$ cat src/capp_pkg.sv
// Shared types, constants and saturation helper for the cascaded altitude controller.
package capp_pkg;

    localparam int DATA_W = 32;
    localparam int PROD_W = 2 * DATA_W;
    localparam int CFG_IDX_W = 3;

    localparam int DIV_DIVISOR = 25;
    localparam int DIV_PRESHIFT = 20;
    localparam int DIV_W = 40;
    localparam int DIV_STEPS = 8;
    localparam int DIV_CYCLES = DIV_W / DIV_STEPS;
    localparam int DIV_CNT_W = $clog2(DIV_CYCLES);
    localparam int DIV_REM_W = $clog2(DIV_DIVISOR);
    localparam int QUOT_W = DATA_W + 1;

    localparam logic [DIV_W-1:0] DIV_SAT_DIVIDEND = DIV_W'(DIV_DIVISOR) << DATA_W;

    typedef enum logic [CFG_IDX_W-1:0] {
        REG_LOOP_ENABLE = 3'd0,
        REG_ALT_GAIN_P  = 3'd1,
        REG_ALT_GAIN_I  = 3'd2,
        REG_VEL_GAIN_P  = 3'd3,
        REG_OUT_MAX     = 3'd4,
        REG_OUT_MIN     = 3'd5
    } cfg_index_t;

    typedef enum logic [8:0] {
        S_IDLE  = 9'b000000001,
        S_MUL_I = 9'b000000010,
        S_PREP  = 9'b000000100,
        S_DIV   = 9'b000001000,
        S_INT   = 9'b000010000,
        S_VSET  = 9'b000100000,
        S_VERR  = 9'b001000000,
        S_MUL_V = 9'b010000000,
        S_OUT   = 9'b100000000
    } state_t;

    function automatic logic signed [DATA_W-1:0] sat32(input logic signed [PROD_W-1:0] v);
        logic signed [PROD_W-1:0] max_v;
        logic signed [PROD_W-1:0] min_v;
        max_v = PROD_W'({1'b0, {(DATA_W-1){1'b1}}});
        min_v = -max_v - PROD_W'(1);
        if (v > max_v) begin
            return {1'b0, {(DATA_W-1){1'b1}}};
        end else if (v < min_v) begin
            return {1'b1, {(DATA_W-1){1'b0}}};
        end else begin
            return v[DATA_W-1:0];
        end
    endfunction

endpackage

$ cat src/capp_div25.sv
// Iterative restoring divider by a small constant, several quotient bits per cycle.
module capp_div25
    import capp_pkg::*;
(
    input  logic              aclk,
    input  logic              aresetn,
    input  logic              start,
    input  logic [DIV_W-1:0]  dividend,
    output logic              done,
    output logic [QUOT_W-1:0] quotient
);

    logic                 busy_reg, busy_next;
    logic                 done_reg, done_next;
    logic [DIV_CNT_W-1:0] cnt_reg, cnt_next;
    logic [DIV_W-1:0]     work_reg, work_next;
    logic [DIV_REM_W-1:0] rem_reg, rem_next;

    logic [DIV_W-1:0]     step_work;
    logic [DIV_REM_W-1:0] step_rem;
    logic [DIV_REM_W:0]   trial;

    always_comb begin
        step_work = work_reg;
        step_rem  = rem_reg;
        trial     = '0;
        for (int i = 0; i < DIV_STEPS; i++) begin
            trial     = {step_rem, step_work[DIV_W-1]};
            step_work = {step_work[DIV_W-2:0], 1'b0};
            if (trial >= (DIV_REM_W+1)'(DIV_DIVISOR)) begin
                step_rem     = DIV_REM_W'(trial - (DIV_REM_W+1)'(DIV_DIVISOR));
                step_work[0] = 1'b1;
            end else begin
                step_rem = trial[DIV_REM_W-1:0];
            end
        end
    end

    always_comb begin
        busy_next = busy_reg;
        done_next = 1'b0;
        cnt_next  = cnt_reg;
        work_next = work_reg;
        rem_next  = rem_reg;
        if (start) begin
            busy_next = 1'b1;
            cnt_next  = '0;
            work_next = dividend;
            rem_next  = '0;
        end else if (busy_reg) begin
            work_next = step_work;
            rem_next  = step_rem;
            cnt_next  = cnt_reg + DIV_CNT_W'(1);
            if (cnt_reg == DIV_CNT_W'(DIV_CYCLES - 1)) begin
                busy_next = 1'b0;
                done_next = 1'b1;
            end
        end
    end

    always_ff @(posedge aclk) begin
        if (!aresetn) begin
            busy_reg <= 1'b0;
            done_reg <= 1'b0;
            cnt_reg  <= '0;
            rem_reg  <= '0;
        end else begin
            busy_reg <= busy_next;
            done_reg <= done_next;
            cnt_reg  <= cnt_next;
            rem_reg  <= rem_next;
        end
        work_reg <= work_next;
    end

    assign done     = done_reg;
    assign quotient = work_reg[QUOT_W-1:0];

    a_rem_below_divisor: assert property (@(posedge aclk) disable iff (!aresetn)
        rem_reg < DIV_REM_W'(DIV_DIVISOR))
        else $error("divider remainder out of range");

    a_done_not_busy: assert property (@(posedge aclk) disable iff (!aresetn)
        done_reg |-> !busy_reg)
        else $error("divider done while still busy");

    a_done_after_busy: assert property (@(posedge aclk) disable iff (!aresetn)
        $rose(done_reg) |-> $past(busy_reg))
        else $error("divider done without a running division");

endmodule

$ cat src/cascaded_altitude_pi_p_control.sv
// Top level of the cascaded altitude PI and velocity P controller.
//
// Each control tick arrives as one transfer on the s_ stream: tdata carries the altitude
// setpoint, the measured altitude and the measured climb rate, all signed Q16.16, and
// tuser carries the flag that clears the altitude integral before this tick's update.
// Each tick yields one transfer on the m_ stream with the clamped throttle adjustment and
// the climb rate setpoint. Gains and clamp limits are to be written through the cfg_ write
// port while the block is idle; the block itself does not enforce this.
// A single 32 by 32 multiplier serves all three products in turn, and the integral step
// goes through a divider by 25 that retires eight quotient bits per cycle. The block takes
// the next tick only once the current result has been loaded into the output register;
// with the loop disabled a tick skips the computation and yields zeros without touching
// the integral.
// The block accepts a new tick while a finished result still waits in the output register;
// when the receiver stalls, the following result waits in its final step until that
// register is free. Reset clears the configuration, the integral and all handshake state.
module cascaded_altitude_pi_p_control
    import capp_pkg::*;
(
    input  logic                 aclk,
    input  logic                 aresetn,
    input  logic                 cfg_wr_en,
    input  logic [CFG_IDX_W-1:0] cfg_addr,
    input  logic [DATA_W-1:0]    cfg_wdata,
    input  logic                 s_tvalid,
    output logic                 s_tready,
    // alt_target[31:0], alt_measured[63:32], climb_rate[95:64]
    input  logic [3*DATA_W-1:0]  s_tdata,
    // clear_integral[0]
    input  logic                 s_tuser,
    output logic                 m_tvalid,
    input  logic                 m_tready,
    // throttle_adjust[31:0], climb_rate_target[63:32]
    output logic [2*DATA_W-1:0]  m_tdata
);

    state_t state_reg, state_next;

    logic                     loop_enable_reg;
    logic signed [DATA_W-1:0] alt_gain_p_reg, alt_gain_i_reg, vel_gain_p_reg;
    logic signed [DATA_W-1:0] out_max_reg, out_min_reg;

    logic signed [DATA_W-1:0] integral_reg, integral_next;
    logic signed [DATA_W-1:0] err_reg, rate_reg, vset_reg, verr_reg;
    logic signed [PROD_W-1:0] prod_reg;
    logic                     neg_reg;
    logic                     bypass_reg;

    logic                     out_valid_reg;
    logic signed [DATA_W-1:0] out_thr_reg, out_vset_reg;

    logic signed [DATA_W-1:0] in_target, in_meas, in_rate;
    logic signed [DATA_W:0]   in_diff;
    logic                     in_fire;

    logic signed [DATA_W-1:0] mul_a, mul_b;
    logic                     mul_en;

    logic [PROD_W-1:0]        prod_mag;
    logic [PROD_W-1:0]        prod_scaled;
    logic [DIV_W-1:0]         div_dividend;
    logic                     div_start;
    logic                     div_done;
    logic [QUOT_W-1:0]        div_quot;

    logic signed [QUOT_W:0]   incr;
    logic signed [QUOT_W+1:0] int_sum;
    logic signed [PROD_W-1:0] vset_sum;
    logic signed [DATA_W:0]   verr_diff;
    logic signed [DATA_W-1:0] thr_sat, thr_clamped;
    logic                     out_load;

    assign in_target = s_tdata[DATA_W-1:0];
    assign in_meas   = s_tdata[2*DATA_W-1:DATA_W];
    assign in_rate   = s_tdata[3*DATA_W-1:2*DATA_W];
    assign in_diff   = (DATA_W+1)'(in_target) - (DATA_W+1)'(in_meas);

    assign s_tready = (state_reg == S_IDLE);
    assign in_fire  = s_tvalid && s_tready;

    always_ff @(posedge aclk) begin
        if (!aresetn) begin
            loop_enable_reg <= 1'b0;
            alt_gain_p_reg  <= '0;
            alt_gain_i_reg  <= '0;
            vel_gain_p_reg  <= '0;
            out_max_reg     <= '0;
            out_min_reg     <= '0;
        end else if (cfg_wr_en) begin
            unique case (cfg_addr)
                REG_LOOP_ENABLE: loop_enable_reg <= cfg_wdata[0];
                REG_ALT_GAIN_P:  alt_gain_p_reg  <= cfg_wdata;
                REG_ALT_GAIN_I:  alt_gain_i_reg  <= cfg_wdata;
                REG_VEL_GAIN_P:  vel_gain_p_reg  <= cfg_wdata;
                REG_OUT_MAX:     out_max_reg     <= cfg_wdata;
                REG_OUT_MIN:     out_min_reg     <= cfg_wdata;
                default: ;
            endcase
        end
    end

    always_comb begin
        mul_en = 1'b1;
        unique case (state_reg)
            S_MUL_I: begin
                mul_a = err_reg;
                mul_b = alt_gain_i_reg;
            end
            S_PREP: begin
                mul_a = alt_gain_p_reg;
                mul_b = err_reg;
            end
            S_MUL_V: begin
                mul_a = vel_gain_p_reg;
                mul_b = verr_reg;
            end
            default: begin
                mul_a  = '0;
                mul_b  = '0;
                mul_en = 1'b0;
            end
        endcase
    end

    assign prod_mag    = prod_reg[PROD_W-1] ? PROD_W'(-prod_reg) : PROD_W'(prod_reg);
    assign prod_scaled = prod_mag >> DIV_PRESHIFT;
    assign div_dividend = (prod_scaled >= PROD_W'(DIV_SAT_DIVIDEND)) ?
                          DIV_SAT_DIVIDEND : prod_scaled[DIV_W-1:0];
    assign div_start   = (state_reg == S_PREP);

    capp_div25 u_div (
        .aclk     (aclk),
        .aresetn  (aresetn),
        .start    (div_start),
        .dividend (div_dividend),
        .done     (div_done),
        .quotient (div_quot)
    );

    assign incr    = neg_reg ? -$signed({1'b0, div_quot}) : $signed({1'b0, div_quot});
    assign int_sum = (QUOT_W+2)'(integral_reg) + (QUOT_W+2)'(incr);
    assign vset_sum  = (prod_reg >>> 16) + PROD_W'(integral_reg);
    assign verr_diff = (DATA_W+1)'(vset_reg) - (DATA_W+1)'(rate_reg);
    assign thr_sat   = sat32(prod_reg >>> 16);

    always_comb begin
        priority if (thr_sat > out_max_reg) begin
            thr_clamped = out_max_reg;
        end else if (thr_sat < out_min_reg) begin
            thr_clamped = out_min_reg;
        end else begin
            thr_clamped = thr_sat;
        end
    end

    assign out_load = (state_reg == S_OUT) && (!out_valid_reg || m_tready);

    always_comb begin
        state_next    = state_reg;
        integral_next = integral_reg;
        unique case (state_reg)
            S_IDLE: begin
                if (in_fire) begin
                    if (loop_enable_reg) begin
                        state_next = S_MUL_I;
                        if (s_tuser) begin
                            integral_next = '0;
                        end
                    end else begin
                        state_next = S_OUT;
                    end
                end
            end
            S_MUL_I: state_next = S_PREP;
            S_PREP:  state_next = S_DIV;
            S_DIV: begin
                if (div_done) begin
                    state_next = S_INT;
                end
            end
            S_INT: begin
                integral_next = sat32(PROD_W'(int_sum));
                state_next    = S_VSET;
            end
            S_VSET:  state_next = S_VERR;
            S_VERR:  state_next = S_MUL_V;
            S_MUL_V: state_next = S_OUT;
            S_OUT: begin
                if (out_load) begin
                    state_next = S_IDLE;
                end
            end
            default: state_next = S_IDLE;
        endcase
    end

    always_ff @(posedge aclk) begin
        if (!aresetn) begin
            state_reg     <= S_IDLE;
            integral_reg  <= '0;
            out_valid_reg <= 1'b0;
        end else begin
            state_reg    <= state_next;
            integral_reg <= integral_next;
            if (out_load) begin
                out_valid_reg <= 1'b1;
            end else if (m_tready) begin
                out_valid_reg <= 1'b0;
            end
        end
    end

    always_ff @(posedge aclk) begin
        if (in_fire) begin
            err_reg    <= sat32(PROD_W'(in_diff));
            rate_reg   <= in_rate;
            bypass_reg <= !loop_enable_reg;
        end
        if (mul_en) begin
            prod_reg <= PROD_W'(mul_a) * PROD_W'(mul_b);
        end
        if (state_reg == S_PREP) begin
            neg_reg <= prod_reg[PROD_W-1];
        end
        if (state_reg == S_VSET) begin
            vset_reg <= sat32(vset_sum);
        end
        if (state_reg == S_VERR) begin
            verr_reg <= sat32(PROD_W'(verr_diff));
        end
        if (out_load) begin
            out_thr_reg  <= bypass_reg ? '0 : thr_clamped;
            out_vset_reg <= bypass_reg ? '0 : vset_reg;
        end
    end

    assign m_tvalid = out_valid_reg;
    assign m_tdata  = {out_vset_reg, out_thr_reg};

    a_div_done_in_div: assert property (@(posedge aclk) disable iff (!aresetn)
        div_done |-> (state_reg == S_DIV))
        else $error("divider finished outside the divide step");

    a_integral_holds: assert property (@(posedge aclk) disable iff (!aresetn)
        (state_reg != S_INT && !in_fire) |=> $stable(integral_reg))
        else $error("integral changed outside its update step");

    a_result_from_out_step: assert property (@(posedge aclk) disable iff (!aresetn)
        $rose(out_valid_reg) |-> $past(state_reg == S_OUT))
        else $error("result appeared without a final step");

    a_disabled_gives_zero: assert property (@(posedge aclk) disable iff (!aresetn)
        (out_load && bypass_reg) |=> (m_tdata == '0))
        else $error("disabled tick produced a nonzero result");

endmodule
$ cat config.mk
export PLATFORM = sky130hd
export DESIGN_NAME = cascaded_altitude_pi_p_control
export DESIGN_NICKNAME = d
export VERILOG_FILES = /design/src/capp_pkg.sv /design/src/capp_div25.sv /design/src/cascaded_altitude_pi_p_control.sv
export SDC_FILE = /design/constraint.sdc
export NUM_CORES = 2
export LEC_CHECK = 0
export ABC_AREA = 1
export CAP_MARGIN = 20
export CORE_ASPECT_RATIO = 0.75
export CORE_UTILIZATION = 56
export DETAILED_ROUTE_END_ITERATION = 7
export DONT_BUFFER_PORTS = 1
export GPL_ROUTABILITY_DRIVEN = 0
export PLACE_DENSITY_LB_ADDON = 0.25
export SLEW_MARGIN = 10
export SYNTH_ARGS = -nofsm -noshare
export SYNTH_HDL_FRONTEND = slang
export SYNTH_SLANG_ARGS = --single-unit
$ cat constraint.sdc
create_clock -name aclk -period 10.83 [get_ports aclk]
set_input_delay 0 -clock aclk [delete_from_list [all_inputs] [get_ports aclk]]
set_output_delay 0 -clock aclk [all_outputs]
set_load 0.05 [all_outputs]
==> metrics.md <==
| Metric | Value |
|---|---|
| Height of the die | 302 um |
| Final ANT Viol Nets | 0 |
| Clock-pin slew on the worst setup and hold paths | 0.06 ns |
| First-pass GRT wire length | roughly 320 mm |
| Area grow syn2layout | 8.21% |
| VDD IR-drop max | ~130 uV |
| CTS max path bufs | 3 |
| Mapped cell area | 0.0674 mm^2 |
| Layout cells sized above 1 | 4.41% |
| Power Density | 71.9 mW/mm^2 |
| Period utilization | 94.9% |
| CTS tree | yes |
| Final hold vios | 0 |
| Largest net degree at the start of global routing | roughly 170 |
| Setup crit start | state_reg[4]$_SDFFE_PN0P_ |
| Tot Pwr | 0.00524 W |
| Core ar. | 0.119 mm^2 |
| NumNets Final | 9801 |
| Fin util | between 60% and 70% |
| #FFs+latches synth | 511 |
| Endpoints failing setup | 0 |
| Internal power | ~0.0036 W |
| Slew margin rel. | 22.3% |
| Hold_ws | 0.00798 ns |
| DP Area | 0.0696 mm^2 |
| Hold wc startpoint | s_tdata[37] |
| Vias per cell | 5.66 |
| Seq pwr share | 46.2% |
| Max reg flops | 64 |
| EDFF count, synth | 298 |
| Sink Count | 511 |
| Vias | 55300 |
| Critical Path Most Common Cell | nand2_1 |
| Sequential element share of the synthesized area | about a fifth |
| Vias in the first global route | 55200 |
| DIE AREA | 0.122 mm^2 |
| # DRC | 0 |
| Total Routing Usage GR | 33.9% |
| Worst Tran Pin Value | 1.16 ns |
| Top cells by count, synth | 1966 x inv_1, 1744 x nand2_1, 1086 x fa_1, 431 x a21oi_1, 412 x ha_1 |
| Setup TNS Final | 0 ns |
| Area of the multi-input gates | between 0.04 and 0.05 mm^2 |
| Worst EP arrival | 10.63 ns |
| Post-synth top area cell | fa_1 |
| Post-synth ARST share | 0% |
| Detailed Routing Iterations Pass 1 | 8 |
| CTS Root Cell | clkbuf_16 |
| LEAKAGE | 36.9 nW |
| Worst min path class | input pin to register |
| Post-DR wirelength/cell | between 20 and 25 um |
| Crit-path slowest cell | fa_1 |
| Initial antenna violation count | 10 |
| Syn avg cell area | about 8.3 um^2 |
| Syn nets | just under 10000 |
| Top cell type's share of synthesized area | 32.3% |
| Clock Latency Late Sink | roughly 0.62 ns |
| Top-count cell post-synth | inv_1 |
| Top FF cell, synth | edfxtp_1 |
| MaxCap Viol Count | 0 |
| Switching Fraction | 31.4% |
| Register area | 0.0132 mm^2 |
| Slew Limit Fails | 0 |
| CP required | 11.18 ns |
| Initial Utilization | 56.8% |
| Net load switching power | 0.00165 W |
| Die Width | around 400 um |
| Fillers | 9994 |
| Iteration-0 DRC count of the detailed router | 6735 |
| R2R Path Start | state_reg[4]$_SDFFE_PN0P_ |
| Gate Count Post-Synth | 8149 |
| Yosys warns | 0 |
| Port Buf Inserts | 0 |
| # rows | 109 |
| DPL Wire Length | 160 mm |
| Power share of the combinational group | 18.0% |
| Fmax | around 0.097 GHz |
| Outcome | completed |
| RSZ-0062 raised after global routing | false |
| Worst path max stage delay | 0.51 ns |
| Final min period | 10.28 ns |
| Critical Path End Type | register |
| Highest net fanout along the worst path | 74 |
| Worst Setup Path Type | register to register |
| IO Pins | 203 |
| Clock Skew | 0.0477 ns |
| Routed wire length | 203 mm |
| Final instance area | 0.0729 mm^2 |
| CTS HTree Levels | 2 |
| Grt total ovfl | 0 |
| Clk pwr share | 35.9% |
| Netlist cell types | 61 |
| CP Launch Type | register |
| Top post-synthesis cells by area | fa_1 32%, edfxtp_1 13%, inv_1 11% |
| CTS buffer count | 47 |
power by group through the flow:
stage / sequential [W] / combinational (W) / clock (W)
global route: 0.00243 / 0.00102 / 0.00196
finish: 0.00242 / 0.000942 / 0.00188
CTS: 0.00242 / 0.000901 / 0.00188
detailed placement: 0.00246 / 0.000825 / 0
floorplan: 0.00243 / 0.000565 / 0
global placement: 0.00245 / 0.000809 / 0
timing repair:
item | in CTS | in global routing
gates resized for setup | 0 | 2
buffers inserted | 0 | 3
endpoints found under the hold margin | 247 | 1
setup endpoints to repair | 0 | 7
hold buffers | 139 | 1
through the flow:
| step | std cells | setup WS, ns |
|---|---|---|
| after floorplan | 8149 | 1.83 |
| after global placement | 9522 | 0.826 |
| after detailed placement | 9523 | 0.568 |
| after CTS | 9749 | 0.530 |
| after global routing | 9765 | 0.0185 |
| final | 9765 | 0.553 |
cells in the final DEF (no fill, tap or decap), types with 12 or more instances in the layout:
| cell | netlist | layout |
|---|---|---|
| inv_2 | 15 | 15 |
| o21ai_0 | 346 | 345 |
| nand2_4 | 15 | 15 |
| nor4_1 | 21 | 17 |
| xor2_1 | 191 | 191 |
| a211oi_1 | 12 | 12 |
| o211ai_1 | 67 | 67 |
| a21oi_1 | 431 | 430 |
| nor3_1 | 34 | 32 |
| fa_1 | 1086 | 1086 |
| o21bai_1 | 12 | 12 |
| nand2_1 | 1744 | 1742 |
| ha_1 | 412 | 412 |
| xnor2_1 | 108 | 108 |
| nand4_1 | 41 | 41 |
| dlygate4sd3_1 | 0 | 139 |
| edfxtp_1 | 298 | 298 |
| a31oi_1 | 67 | 67 |
| o21ai_1 | 21 | 21 |
| nor2_1 | 373 | 371 |
| inv_1 | 1966 | 1966 |
| o22ai_1 | 29 | 29 |
| buf_4 | 3 | 148 |
| nand2_2 | 29 | 31 |
| nand3_1 | 174 | 172 |
| clkbuf_16 | 0 | 51 |
| dfxtp_1 | 213 | 213 |
path summary, 6_finish.rpt:
check | end | cells past startpoint | slack (ns)
max | prod_reg[63]$_DFFE_PN_ | 47 | 0.55
min | err_reg[5]$_SDFFCE_PN1P_ | 4 | 0.008
max reg2reg | prod_reg[63]$_DFFE_PN_ | 47 | 0.55
min reg2reg | vel_gain_p_reg[24]$_SDFFE_PN0P_ | 2 | 0.46
cell families (layout without fill, tap and decap cells):
logic type	count (synthesis)	count (layout)	share of synthesized area, %
buffers and inverters	2322	2376	13.0
other	0	7	0
AOI/OAI and AO/OA	1055	1056	8.72
and+or+nand+nor	2464	2464	14.9
DFF	511	511	19.6
adders and majority gates	1498	1498	39.9
xor gates and xnor gates	299	299	3.89
layer usage:
layer  global-route usage (%)  vias up  wire (um)
li1                         -    24700          -
met1                     49.4    27000      84500
met2                     49.5     3182      84800
met3                     9.51      395      26700
met4                     9.84        2       6960
met5                        0        -         13
final cells by class:
cell class | instances | share of cell area (%)
Multi-Input combinational cell | 5317 | 62.7
Tap cell | 1554 | 2.67
Antenna cell | 7 | 0.0240
Clock inverter | 24 | 0.493
Timing Repair Buffer | 303 | 3.87
Sequential cell | 511 | 18.1
Inverter | 1986 | 10.2
Clock buffer | 63 | 1.87
worst max-delay path: cells and delay by family (launching register included):
kind	cells	cell delay (ns)
fa+ha+maj	9	3.77
compound gates	12	2.53
simple gates	18	2.29
buf+inv	7	0.93
flops	1	0.35
xor+xnor	1	0.08
Power figures use the tool's default switching activity.
